[config.mk]
export PLATFORM = sky130hd
export DESIGN_NAME = decimal_text_to_fixed
export DESIGN_NICKNAME = d
export VERILOG_FILES = /design/src/sv/dtf_pkg.sv /design/src/sv/dtf_parse.sv /design/src/sv/dtf_out_reg.sv /design/src/sv/decimal_text_to_fixed.sv
export SDC_FILE = /design/constraint.sdc
export NUM_CORES = 1
export LEC_CHECK = 0
export BUFFER_PORTS_ARGS = -buffer_cell sky130_fd_sc_hd__buf_2
export CORE_MARGIN = 2
export CORE_UTILIZATION = 60
export DETAILED_ROUTE_END_ITERATION = 12
export GPL_TIMING_DRIVEN = 1
export PLACE_DENSITY = 0.76
export RECOVER_POWER = 25
export SLEW_MARGIN = 20
export SYNTH_ARGS = -nofsm -noshare
export SYNTH_HDL_FRONTEND = slang
export SYNTH_SLANG_ARGS = --single-unit
[constraint.sdc]
create_clock -name clk -period 9.86 [get_ports clk]
set_clock_uncertainty 0.1 [all_clocks]
set_input_delay 1.479 -clock clk [delete_from_list [all_inputs] [get_ports clk]]
set_output_delay 1.479 -clock clk [all_outputs]
set_load 0.05 [all_outputs]
[src/sv/dtf_pkg.sv]
// ----------------------------------------------------------------------------
// dtf_pkg: shared constants and types for decimal text to fixed point
// Field widths, character codes and the fraction digit weight table.
// ----------------------------------------------------------------------------
`default_nettype none

package dtf_pkg;

  localparam int INT_BITS        = 31;
  localparam int FRAC_BITS       = 32;
  localparam int MAX_FRAC_DIGITS = 9;

  localparam int CHAR_W     = 8;
  localparam int VALUE_W    = 64;
  localparam int DIGIT_W    = 4;
  localparam int FRAC_CNT_W = $clog2(MAX_FRAC_DIGITS + 1);
  localparam int WEIGHT_N   = 9;

  typedef logic [CHAR_W-1:0]     char_t;
  typedef logic [INT_BITS-1:0]   int_t;
  typedef logic [FRAC_BITS-1:0]  frac_t;
  typedef logic [DIGIT_W-1:0]    digit_t;
  typedef logic [FRAC_CNT_W-1:0] frac_cnt_t;

  localparam int_t  INT_MAX  = '1;
  localparam frac_t FRAC_MAX = '1;

  localparam char_t CH_NUL   = 8'h00;
  localparam char_t CH_PLUS  = 8'h2B;
  localparam char_t CH_MINUS = 8'h2D;
  localparam char_t CH_DOT   = 8'h2E;
  localparam char_t CH_ZERO  = 8'h30;
  localparam char_t CH_NINE  = 8'h39;

  localparam logic [63:0] FRAC_ONE = 64'd1 << FRAC_BITS;

  // Entry i holds 2^FRAC_BITS / 10^(i+1), rounded half up
  localparam frac_t FRAC_W [WEIGHT_N] = '{
    frac_t'((FRAC_ONE + 64'd5)          / 64'd10),
    frac_t'((FRAC_ONE + 64'd50)         / 64'd100),
    frac_t'((FRAC_ONE + 64'd500)        / 64'd1000),
    frac_t'((FRAC_ONE + 64'd5000)       / 64'd10000),
    frac_t'((FRAC_ONE + 64'd50000)      / 64'd100000),
    frac_t'((FRAC_ONE + 64'd500000)     / 64'd1000000),
    frac_t'((FRAC_ONE + 64'd5000000)    / 64'd10000000),
    frac_t'((FRAC_ONE + 64'd50000000)   / 64'd100000000),
    frac_t'((FRAC_ONE + 64'd500000000)  / 64'd1000000000)
  };

  typedef struct packed {
    logic [VALUE_W-1:0] value;
    logic               overflow;
  } result_t;

endpackage

`default_nettype wire

[src/sv/dtf_parse.sv]
// ----------------------------------------------------------------------------
// dtf_parse: per-character parse state and update
// Holds the accumulators and flags; computes the result for a terminator.
// ----------------------------------------------------------------------------
`default_nettype none

module dtf_parse
  import dtf_pkg::*;
(
  input  wire logic  clk,
  input  wire logic  rst,
  input  wire logic  step,
  input  wire char_t char_in,
  output result_t    res
);

  int_t      int_accum,   int_accum_next;
  frac_t     frac_accum,  frac_accum_next;
  frac_cnt_t frac_count,  frac_count_next;
  logic      is_negative, is_negative_next;
  logic      in_fraction, in_fraction_next;
  logic      at_start,    at_start_next;
  logic      stopped,     stopped_next;
  logic      sat_flag,    sat_flag_next;

  logic                   is_digit;
  digit_t                 digit;
  char_t                  char_off;
  logic [INT_BITS+3:0]    int_wide;
  logic [FRAC_BITS+3:0]   frac_add;
  logic [FRAC_BITS+4:0]   frac_sum;
  logic [VALUE_W-1:0]     mag;

  assign char_off = char_in - CH_ZERO;
  assign digit    = char_off[DIGIT_W-1:0];
  assign is_digit = (char_in >= CH_ZERO) && (char_in <= CH_NINE);

  // x10 as two shifts and an add
  assign int_wide = ((INT_BITS+4)'(int_accum) << 3) + ((INT_BITS+4)'(int_accum) << 1)
                  + (INT_BITS+4)'(digit);
  assign frac_add = (FRAC_BITS+4)'(FRAC_W[frac_count]) * (FRAC_BITS+4)'(digit);
  assign frac_sum = (FRAC_BITS+5)'(frac_accum) + (FRAC_BITS+5)'(frac_add);

  assign mag          = VALUE_W'({int_accum, frac_accum});
  assign res.value    = is_negative ? (VALUE_W'(0) - mag) : mag;
  assign res.overflow = sat_flag;

  always_comb begin
    int_accum_next   = int_accum;
    frac_accum_next  = frac_accum;
    frac_count_next  = frac_count;
    is_negative_next = is_negative;
    in_fraction_next = in_fraction;
    at_start_next    = at_start;
    stopped_next     = stopped;
    sat_flag_next    = sat_flag;
    if (char_in == CH_NUL) begin
      int_accum_next   = '0;
      frac_accum_next  = '0;
      frac_count_next  = '0;
      is_negative_next = 1'b0;
      in_fraction_next = 1'b0;
      at_start_next    = 1'b1;
      stopped_next     = 1'b0;
      sat_flag_next    = 1'b0;
    end else if (!stopped) begin
      at_start_next = 1'b0;
      if (at_start && char_in == CH_MINUS) begin
        is_negative_next = 1'b1;
      end else if (at_start && char_in == CH_PLUS) begin
        is_negative_next = is_negative;
      end else if (char_in == CH_DOT) begin
        if (in_fraction) begin
          stopped_next = 1'b1;
        end else begin
          in_fraction_next = 1'b1;
        end
      end else if (is_digit) begin
        if (!in_fraction) begin
          if (int_wide > (INT_BITS+4)'(INT_MAX)) begin
            int_accum_next = INT_MAX;
            sat_flag_next  = 1'b1;
          end else begin
            int_accum_next = int_wide[INT_BITS-1:0];
          end
        end else if (frac_count < FRAC_CNT_W'(MAX_FRAC_DIGITS)) begin
          frac_count_next = frac_count + 1'b1;
          if (frac_sum > (FRAC_BITS+5)'(FRAC_MAX)) begin
            frac_accum_next = FRAC_MAX;
          end else begin
            frac_accum_next = frac_sum[FRAC_BITS-1:0];
          end
        end
      end else begin
        stopped_next = 1'b1;
      end
    end
  end

  always_ff @(posedge clk) begin
    if (rst) begin
      int_accum   <= '0;
      frac_accum  <= '0;
      frac_count  <= '0;
      is_negative <= 1'b0;
      in_fraction <= 1'b0;
      at_start    <= 1'b1;
      stopped     <= 1'b0;
      sat_flag    <= 1'b0;
    end else if (step) begin
      int_accum   <= int_accum_next;
      frac_accum  <= frac_accum_next;
      frac_count  <= frac_count_next;
      is_negative <= is_negative_next;
      in_fraction <= in_fraction_next;
      at_start    <= at_start_next;
      stopped     <= stopped_next;
      sat_flag    <= sat_flag_next;
    end
  end

  a_sat_pins_max: assert property (@(posedge clk) disable iff (rst)
    sat_flag |-> int_accum == INT_MAX)
    else $error("saturation flag set with integer part below maximum");

  a_frac_needs_dot: assert property (@(posedge clk) disable iff (rst)
    frac_count != '0 |-> in_fraction)
    else $error("fraction digits counted outside fraction part");

  a_stop_after_start: assert property (@(posedge clk) disable iff (rst)
    stopped |-> !at_start)
    else $error("parse stopped with no character taken");

endmodule

`default_nettype wire

[src/sv/dtf_out_reg.sv]
// ----------------------------------------------------------------------------
// dtf_out_reg: result register for the master side
// Holds one finished result until the receiver takes it.
// ----------------------------------------------------------------------------
`default_nettype none

module dtf_out_reg
  import dtf_pkg::*;
(
  input  wire logic         clk,
  input  wire logic         rst,
  input  wire logic         load,
  input  wire result_t      res,
  output logic              m_axis_tvalid,
  input  wire logic         m_axis_tready,
  output logic [VALUE_W-1:0] m_axis_tdata,   // [63:0] value
  output logic              m_axis_tuser     // [0] overflow
);

  always_ff @(posedge clk) begin
    if (rst) begin
      m_axis_tvalid <= 1'b0;
    end else if (load) begin
      m_axis_tvalid <= 1'b1;
    end else if (m_axis_tready) begin
      m_axis_tvalid <= 1'b0;
    end
  end

  always_ff @(posedge clk) begin
    if (load) begin
      m_axis_tdata <= res.value;
      m_axis_tuser <= res.overflow;
    end
  end

endmodule

`default_nettype wire

[src/sv/decimal_text_to_fixed.sv]
// ----------------------------------------------------------------------------
// decimal_text_to_fixed: decimal text to signed Q31.32
// Parses a zero-terminated ASCII decimal string, one character a request.
// ----------------------------------------------------------------------------
// Slave side: one ASCII character per request on s_axis_tdata[7:0]. A zero
// byte ends the string. Only the zero byte yields a result; every other
// character just updates the parse state.
// Master side: m_axis_tdata carries the signed Q31.32 value, m_axis_tuser
// the overflow flag (integer part saturated).
// Throughput: one character per cycle, sustained while no zero byte waits
// for a full result register; the digit update is a single x10 add or
// weight multiply-add between the input register and the parse state.
// A zero byte passes the input register, then its result is loaded into
// the result register.
// Reset clears the valid flags of both registers and returns the parser to the start of a
// string. When the receiver stalls, the result is held and characters keep
// flowing until a second zero byte reaches the input register; that one
// waits there until the result register is free.
// ----------------------------------------------------------------------------
`default_nettype none

module decimal_text_to_fixed
  import dtf_pkg::*;
(
  input  wire logic          clk,
  input  wire logic          rst,
  input  wire logic          s_axis_tvalid,
  output logic               s_axis_tready,
  input  wire logic [7:0]    s_axis_tdata,   // [7:0] char_in
  output logic               m_axis_tvalid,
  input  wire logic          m_axis_tready,
  output logic [VALUE_W-1:0] m_axis_tdata,   // [63:0] value
  output logic               m_axis_tuser    // [0] overflow
);

  logic    in_valid;
  char_t   in_char;
  logic    is_term;
  logic    out_free;
  logic    advance;
  result_t res;

  assign is_term       = (in_char == CH_NUL);
  assign out_free      = !m_axis_tvalid || m_axis_tready;
  assign advance       = in_valid && (!is_term || out_free);
  assign s_axis_tready = !in_valid || advance;

  always_ff @(posedge clk) begin
    if (rst) begin
      in_valid <= 1'b0;
    end else if (s_axis_tready) begin
      in_valid <= s_axis_tvalid;
    end
  end

  always_ff @(posedge clk) begin
    if (s_axis_tready) begin
      in_char <= s_axis_tdata;
    end
  end

  dtf_parse u_parse (
    .clk     (clk),
    .rst     (rst),
    .step    (advance),
    .char_in (in_char),
    .res     (res)
  );

  dtf_out_reg u_out (
    .clk           (clk),
    .rst           (rst),
    .load          (advance && is_term),
    .res           (res),
    .m_axis_tvalid (m_axis_tvalid),
    .m_axis_tready (m_axis_tready),
    .m_axis_tdata  (m_axis_tdata),
    .m_axis_tuser  (m_axis_tuser)
  );

  a_reset_quiet: assert property (@(posedge clk)
    rst |=> !m_axis_tvalid && !in_valid)
    else $error("valid left high after reset");

  a_result_from_term: assert property (@(posedge clk) disable iff (rst)
    !$past(rst) && $rose(m_axis_tvalid) |-> $past(in_valid && is_term))
    else $error("result appeared without a terminator");

  a_term_waits: assert property (@(posedge clk) disable iff (rst)
    in_valid && is_term && m_axis_tvalid && !m_axis_tready |-> !s_axis_tready)
    else $error("terminator dropped while result stalled");

endmodule

`default_nettype wire
==> results of run 1 <==
## worst max-delay path, delay by kind of cell, from the launching register on
kind                     cells  cell delay, ns
adder cells (fa/ha/maj)      5            2.22
AND/OR/NAND/NOR              5            1.13
flip-flops                   1            0.44
AO/OA/AOI/OAI                7            1.52
buffers and inverters        4            0.58
## flip-flops by register name, indices dropped and copies added (netlist names)
name and count:
u_parse.sat_flag 1, u_parse.frac_accum 32, u_parse.stopped 1, u_out.m_axis_tvalid 1, u_parse.in_fraction 1, u_parse.frac_count 4
u_parse.is_negative 1, u_out.m_axis_tuser 1, in_char 8, in_valid 1, u_parse.at_start 1, u_out.m_axis_tdata 64
u_parse.int_accum 31
## stage by stage
stage	power, mW	cells	instance area, um2	utilization, %
after floorplan	0.882	1445	13000	-
after global placement	0.952	1753	13600	64.3
after detailed placement	0.954	1753	13600	64.3
after CTS	1.65	1785	14200	67.3
after global routing	1.71	1785	14200	67.1
final	1.65	1785	14200	67.1
## kinds of logic (layout without fill, tap and decap cells)
group	Yosys count	after routing	share of synthesized area, %
mux	6	6	0.500
fa+ha+maj	196	196	23.4
buf+inv	230	295	6.77
simple gates	418	418	16.1
flops	147	147	28.3
xor+xnor	112	112	7.54
compound gates	336	336	17.5
## final cells by class
| cell class | count | area, um2 |
|---|---|---|
| Clock buffer | 17 | 425 |
| Inverter | 177 | 664 |
| Timing Repair Buffer | 86 | 413 |
| Tap cell | 275 | 344 |
| Multi-Input combinational cell | 1068 | 8470 |
| Clock inverter | 15 | 208 |
| Fill cell | 1728 | 6960 |
| Sequential cell | 147 | 3670 |
## worst max-delay path by stage
stage                                     start                      to  slack, ns
after global placement    u_parse.frac_count[1]  u_parse.frac_accum[25]       3.99
after floorplan           u_parse.frac_count[1]   u_parse.frac_accum[6]       4.22
after detailed placement  u_parse.frac_count[1]  u_parse.frac_accum[11]       3.86
after global routing      u_parse.frac_count[1]   u_parse.frac_accum[8]       3.41
final                     u_parse.frac_count[1]   u_parse.frac_accum[8]       3.76
after CTS                 u_parse.frac_count[1]   u_parse.frac_accum[8]       3.82
## power by group through the flow
| stage | sequential, mW | clock [mW] | combinational, mW |
|---|---|---|---|
| 4_1_cts | 0.646 | 0.708 | 0.297 |
| 5_1_grt | 0.647 | 0.729 | 0.338 |
| 2_1_floorplan | 0.654 | 0 | 0.228 |
| 3_3_place_gp | 0.660 | 0 | 0.292 |
| 6_report | 0.646 | 0.701 | 0.302 |
| 3_5_place_dp | 0.660 | 0 | 0.295 |
## layout by cell type, fill, tap and decap left out, types with 6 or more instances in the layout
master / count
sky130_fd_sc_hd__nand4_1: 9
sky130_fd_sc_hd__nor2b_1: 13
sky130_fd_sc_hd__nand2b_1: 22
sky130_fd_sc_hd__edfxtp_1: 73
sky130_fd_sc_hd__o21bai_1: 6
sky130_fd_sc_hd__a31oi_1: 15
sky130_fd_sc_hd__buf_4: 7
sky130_fd_sc_hd__nand3_1: 24
sky130_fd_sc_hd__xor2_1: 18
sky130_fd_sc_hd__o31ai_1: 22
sky130_fd_sc_hd__a211oi_1: 12
sky130_fd_sc_hd__a21oi_1: 78
sky130_fd_sc_hd__o21ai_0: 74
sky130_fd_sc_hd__inv_1: 175
sky130_fd_sc_hd__nand2_1: 131
sky130_fd_sc_hd__nor3_1: 22
sky130_fd_sc_hd__dfxtp_1: 74
sky130_fd_sc_hd__fa_1: 78
sky130_fd_sc_hd__and2_1: 35
sky130_fd_sc_hd__a22oi_1: 11
sky130_fd_sc_hd__a221o_1: 26
sky130_fd_sc_hd__clkbuf_1: 28
sky130_fd_sc_hd__ha_1: 118
sky130_fd_sc_hd__o211ai_1: 10
sky130_fd_sc_hd__o21a_1: 6
sky130_fd_sc_hd__nor4_1: 14
sky130_fd_sc_hd__and3_1: 18
sky130_fd_sc_hd__nor2_1: 84
sky130_fd_sc_hd__a21o_1: 18
sky130_fd_sc_hd__clkbuf_16: 17
sky130_fd_sc_hd__buf_2: 51
sky130_fd_sc_hd__xnor2_1: 94
sky130_fd_sc_hd__or3_1: 11
sky130_fd_sc_hd__o41ai_1: 8
## per-layer routing
| metal | GRT usage (%) | share of wire [%] | vias up |
|---|---|---|---|
| li1 | - | - | 5147 |
| met1 | 48.3 | 49 | 5109 |
| met2 | 44.6 | 41 | 416 |
| met3 | 7.68 | 8.7 | 36 |
| met4 | 6.17 | 1.2 | 0 |
| met5 | 0 | 0 | - |
==> flow_results.org, run 1 <==
** Power and ir drop
- Leakage dissipation :: 6.74 nW
- The share of total power dissipated in the clock network is 42.5%.
- Power per cell area :: 116 mW/mm2
- Switching part of the total :: 30.5%
- Largest voltage drop on the vdd net :: 0.103 mV
- In this run the power spent charging and discharging nets is 0.503 mW.
- Internal power contribution :: 1.15 mW
- Combinational logic is responsible for 18.3% of the overall power.
- Per report_power, the sequential group accounts for 39.2% of the total.

** Global route
- Antenna violations before repair :: 0
- The number of global-route vias before repair came to 10100.
- Entering global routing, the biggest net connects 67 pins.
- Gr ovfl total :: 0
- The first global-routing pass estimated 55.2 mm of wire.
- Across every metal layer, demand over resource in global routing totals 31.4%.

** Setup path
- The number of cells on the worst reg-to-reg path is 21.
- The endpoint identified for the worst register-to-register timing path is u_parse.frac_accum[8].
- Register-to-register setup slack :: 3.76 ns
- Endpoint arrival time on the critical path :: 6.31 ns
- Max incr delay on CP :: 0.55 ns
- Critical R2R Launch :: u_parse.frac_count[1]
- Setup crit end kind :: flop
- The worst setup path is of the reg2reg kind.
- CP cell instances :: inv_1 -> ha_1 -> nor3b_1 -> nand2_1 -> nand2_1 -> fa_1 -> fa_1 -> inv_1 -> fa_1 -> inv_1 -> ha_1 -> a21oi_2 -> o211ai_1 -> a221oi_1 -> a31oi_1 -> nor4b_1 -> o21ai_0 -> a21oi_2 -> nor3b_2 -> buf_4 -> a221o_1
- In this run the worst path has a maximum fanout of 29.
- CP max stage cell :: sky130_fd_sc_hd__fa_1
- For the worst setup path, the data required time is 10.07 ns.
- Type of origin of the critical path :: flop

** Clocking
- Clock Path Buffers :: 2
- Number of buffers created by CTS :: 17
- In this run the number of H-tree levels came out at 4.
- The tree is rooted in a sky130_fd_sc_hd__clkbuf_16.
- Counting every sink on the clock net gives 147.
- After clock tree synthesis, the clock-pin slew on the worst setup and hold paths is 0.07 ns.
- Number of hold buffers added after CTS :: 0
- Post-CTS setup buffers :: 0
- Resized Gates After CTS :: 0
- At the later pin of the worst-skew pair, clock insertion delay measures 0.43 ns.
- TritonCTS clock tree :: yes

** Layout
- Proportion of layout cells with a drive suffix above 1 :: 8.15%
- 0 antenna diodes ended up in the layout.
- For this run, the post-layout net count is 1705.
- The area growth from synthesis to layout is 9.16%.

** Synthesis
- Count of flip-flops with a built-in enable after synthesis :: 73
- Most common cell in the synthesized netlist :: sky130_fd_sc_hd__inv_1
- In the synthesized netlist, the cells that appear most often are 175 x sky130_fd_sc_hd__inv_1, 131 x sky130_fd_sc_hd__nand2_1, 118 x sky130_fd_sc_hd__ha_1.
- Of the synthesized area, sequential elements account for 28.3%.
- Ranking of synthesized cells by area :: sky130_fd_sc_hd__edfxtp_1 17%, sky130_fd_sc_hd__fa_1 12%, sky130_fd_sc_hd__dfxtp_1 11%
- Cell taking the most area after synthesis :: sky130_fd_sc_hd__edfxtp_1
- Among all flip-flop cells after synthesis, the most frequent one is sky130_fd_sc_hd__dfxtp_1.
- Yosys printed 0 warnings.
- Number of distinct library cells after synthesis :: 81
- Summing every instance area after synthesis gives 0.0130 mm2.
- The cell count after synthesis came out at 1445.
- Of all flip-flops after synthesis, the portion carrying an async set or reset was 0%.
- The average instance in the mapped netlist occupies 9.00 um2.
- Net count after synthesis :: 1653
- Proportion of netlist area held by the largest area contributor :: 16.9%
- The synthesized design contains 147 register bits.

** Drt
- The routed layout has 10700 vias.
- DRT antenna net count :: 0
- Dividing the detail-routed wire length by the instance count gives 19.4 um.
- Routed wire length :: 34.7 mm
- Detailed-router iteration count before antenna repair :: 5
- Using the TritonRoute via totals, the vias-per-cell ratio works out to 6.00.
- Remaining DRCs :: 0
- In this run, the number of DRC markers left after iteration 0 of detailed routing was 774.

** Floorplanning
- Floorplan die height :: 151 um
- After floorplanning, the core was divided into 53 placement rows.
- Die W :: 151 um
- The total area inside the core boundary comes to 0.0212 mm2.
- The floorplan step defined a die boundary enclosing 0.0229 mm2.
- During I/O placement, the number of pins put on the boundary was 79.
- Initial core utilization :: 61.5%

** Hold path
- For hold timing, the worst endpoint is u_out.m_axis_tuser.
- Along the worst hold path, the cell count comes to 0.
- The worst hold path begins at u_parse.sat_flag.
- Worst min-delay path class :: reg2reg

** STA
- Hold is met by 0.335 ns.
- The number of hold-slack violations in the final timing report came to 0.
- Fmax :: 164 MHz
- Setup repair after global routing left no endpoint under its margin.
- Max-slew headroom :: -21.8%
- # setup viols final :: 0
- At the pin with the least slew margin, the transition time is 1.83 ns.
- Final sum of negative setup slack :: 0 ns
- The worst path needs 6.10 ns of the cycle, external delays included.
- Pins Over Slew Limit :: 46
- Final period utilization :: 61.9%
- Setup slack closes at 3.76 ns.

** Flow run
- The tool flagged a number of max-cap violations equal to 1.

** Place
- Final HPWL from detailed placement :: 27.1 mm
- Post-placement worst setup slack :: 3.86 ns
- The count of buffers added on input and output ports is 78.
- Weighted congestion reported at the end of routability-driven placement :: 0.942

** Status
- Failing checks :: capacitance limit, slew limit
- The flow ran to the end, but the final reports show violations.
No activity file was read; power rests on OpenSTA's default activity.
==> run 2, diff against run 1 <==
==> constraint.sdc (replaced) <==
create_clock -name clk -period 6.4 [get_ports clk]
set_clock_uncertainty 0.1 [all_clocks]
set_input_delay 0.96 -clock clk [delete_from_list [all_inputs] [get_ports clk]]
set_output_delay 0.96 -clock clk [all_outputs]
set_load 0.05 [all_outputs]
==> flow_results.org, run 2 (synthesis gave the netlist of run 1 again) <==
** Status
- The run finished, with violations left.
- The final reports fail on capacitance limit, slew limit.

** Layout
- The area taken by flip-flops and latches is 0.00367 mm2 (about the same).
- Proportion of layout cells with a drive suffix above 1 :: 6.94% (-1.2 points)
- Post-synthesis to final-layout area growth :: 8.87%
- The number of flip-flops under the largest register name was 64 (unchanged).
- Commonest non-fill, non-tap cell in the layout :: sky130_fd_sc_hd__inv_1
- The fill cell total of the finished layout is 1755 (+1.6%).
- Largest register by flop count :: u_out.m_axis_tdata
- Multi-input gate area in the final layout :: 0.00846 mm2 (about the same)
- The library cells used most frequently in the layout, excluding fill and tap cells, are 175 x sky130_fd_sc_hd__inv_1, 131 x sky130_fd_sc_hd__nand2_1, 118 x sky130_fd_sc_hd__ha_1.
- The largest registers in the layout are u_out.m_axis_tdata x64, u_parse.frac_accum x32, u_parse.int_accum x31.
- The number of nets at the end of the flow came to 1709 (+0.23%).
- The final design instance area without fill is 0.0142 mm2 (-0.26%).
- The number of antenna repair diodes was 0 (unchanged).

** Setup path
- The maximum net fanout on the critical path is 29 (unchanged).
- Max incr delay on CP :: 0.53 ns (-0.02 ns)
- Critical R2R Launch :: u_parse.frac_count[0]
- In this design, the critical path's most frequently occurring cell is sky130_fd_sc_hd__fa_1.
- Start-to-end type of the worst setup path :: reg2reg
- The largest individual stage delay along the critical path comes from the cell sky130_fd_sc_hd__fa_1.
- Required time of the worst setup path :: 6.61 ns (-3.46 ns)
- The worst setup path is launched from a flop.
- The arrival time of data at the critical path endpoint was 6.34 ns (+0.03 ns).
- The worst setup path is captured at a flop.
- The signal on the critical path passes through clkinvlp_4 -> ha_1 -> nor3b_1 -> and2_1 -> or2_2 -> fa_1 -> fa_1 -> inv_1 -> fa_1 -> inv_1 -> ha_1 -> a21oi_2 -> o211ai_1 -> a221oi_1 -> a31oi_1 -> nor4b_1 -> o21ai_0 -> a21oi_2 -> nor3b_2 -> buf_4 -> a211o_1.
- Start point of the critical path :: u_parse.frac_count[0]

** Clocking
- The count of buffers added by post-CTS timing repair for setup is 0 (unchanged).
- The cell sitting at the root of the clock tree is a sky130_fd_sc_hd__clkbuf_16.
- The total clock buffers created by CTS is 17 (unchanged).
- The deepest clock path buffer count was 2 (unchanged).
- Clock latency at the later pin of the worst-skew pair :: 0.43 ns (about the same)
- TritonCTS clock tree :: yes
- The number of H-tree levels is 4 (unchanged).
- The sink count of the clock tree is 147 (unchanged).
- Number of hold buffers added after CTS :: 0 (unchanged)
- The clock slew seen by the registers of the worst setup and hold paths is 0.06 ns (about the same).

** Place
- Number of I/O port buffers :: 78 (unchanged)
- The placed wire-length estimate after detailed placement came to 27.4 mm (+1.1%).
- Weighted congestion reported at the end of routability-driven placement :: 0.952 (+1.1%)
- Placement Cell Area :: 0.0136 mm2 (+0.20%)

** STA
- Final sum of negative setup slack :: 0 ns (unchanged)
- The final critical delay including setup and external delays is 6.13 ns (+0.0271 ns).
- Number of hold violations in the final report :: 0 (unchanged)
- Final period utilization :: 95.8% (+34 points)
- The worst hold margin is 0.337 ns (+0.00283 ns).
- The top achievable clock speed is 163 MHz (-0.44%).
- RSZ-0062 raised after global routing :: no
- # setup viols final :: 0 (unchanged)
- Max-slew headroom :: -31.0% (-9.2 points)
- The transition time of the tightest slew-check pin was 1.97 ns (+0.138 ns).
- Pins Over Slew Limit :: 45 (-2.2%)

** Drt
- The count of vias placed by the detailed router was 10800 (+0.74%).
- Detailed-router iteration count before antenna repair :: 6 (+1)
- The remaining routing DRC violations is 0 (unchanged).
- The count of antenna-violating nets left after detailed routing was 0 (unchanged).
- The final wirelength came to 34.4 mm (-0.89%).
- Number of design-rule violations left by the first detailed-router iteration :: 882 (+14%)
- The via density per instance was 6.03 (+0.51%).
- Wire per inst :: 19.2 um (-1.1%)

** Floorplanning
- Core box area :: 0.0212 mm2 (unchanged)
- Number of standard-cell rows in the floorplan :: 53 (unchanged)
- # IOs :: 79 (unchanged)
- Floorplan die area :: 0.0229 mm2 (unchanged)
- The horizontal die dimension is 151 um (unchanged).
- The floorplan die height is 151 um (unchanged).
- Initial core utilization :: 61.5% (unchanged)

** Flow run
- Maximum Capacitance Violations :: 1 (unchanged)

** Global route
- Via count of the first global-routing pass :: 10000 (-1.1%)
- Maximum number of pins on one net before global-route repair :: 45 (-33%)
- Antenna violations before repair :: 0 (unchanged)
- The remaining global-route overflow is 0 (unchanged).
- The total routing resource utilization after global routing came to 30.9% (-0.48 points).
- Wire length of the first global-routing pass :: 54.6 mm (-1.0%)

** Power and ir drop
- Leakage dissipation :: 6.66 nW (-1.2%)
- The total power per unit cell area is 175 mW/mm2 (+51%).
- Largest voltage drop on the vdd net :: 0.156 mV (+52%)
- The total power after layout came to 2.48 mW (+50%).

** Hold path
- The worst hold path begins at u_parse.sat_flag.
- The worst hold path belongs to the class reg2reg.
[run 2: cell count changes in the layout (fill, tap and decap cells not counted), sizes merged]
cell | previous run | this run
inv | 185 | 184
clkinv | 4 | 5
clkbuf | 45 | 67
buf | 58 | 40
bufinv | 2 | 1
clkinvlp | 1 | 2
[run 2: repair_timing]
item / 4_1_cts / 5_1_grt
resized for setup: 0 / 2
setup endpoints to repair: 0 / 29
endpoints found under the hold margin: 0 / 0
[run 2: metrics by stage]
stage | setup WS (ns) | utilization (%) | std cells
after floorplan | 0.757 | - | 1445
after global placement | 0.577 | 64.4 | 1757
after detailed placement | 0.391 | 64.4 | 1757
after CTS | 0.357 | 67.2 | 1789
after global routing | 0.0142 | 66.9 | 1789
final | 0.271 | 66.9 | 1789
[run 2: layout make-up]
type | instances | share of cell area, %
clock buffers | 17 | 3.01
multi-input cells | 1068 | 59.8
repair buffers | 90 | 2.93
clock inverters | 15 | 1.17
well taps | 275 | 2.43
flip-flops and latches | 147 | 26.0
inverters | 177 | 4.72
[run 2: path summary, 6_finish.rpt]
kind | to | slack (ns) | cells after the start
worst max-delay path | u_parse.frac_accum[25] | 0.27 | 21
worst min-delay path | u_out.m_axis_tuser | 0.34 | 0
worst max register to register | u_parse.frac_accum[25] | 0.27 | 21
worst min register to register | u_out.m_axis_tuser | 0.34 | 0
[run 2: layer usage]
metal / share of wire, % / track usage (%)
met3: 7.7 / 4.34
met1: 49 / 49.4
met2: 41 / 43.6
met4: 1.8 / 7.29
met5: 0 / 0
[run 2: critical path, delay by kind of cell, from the launching register on]
family / cells / cell delay [ns]
compound gates: 7 / 1.60
fa+ha+maj: 5 / 2.18
flops: 1 / 0.47
simple gates: 5 / 1.10
buf+inv: 4 / 0.58
[run 2: power breakdown]
part           internal [mW]  switching, mW
combinational          0.181          0.296
sequential             0.984        0.00809
clock                  0.555          0.452
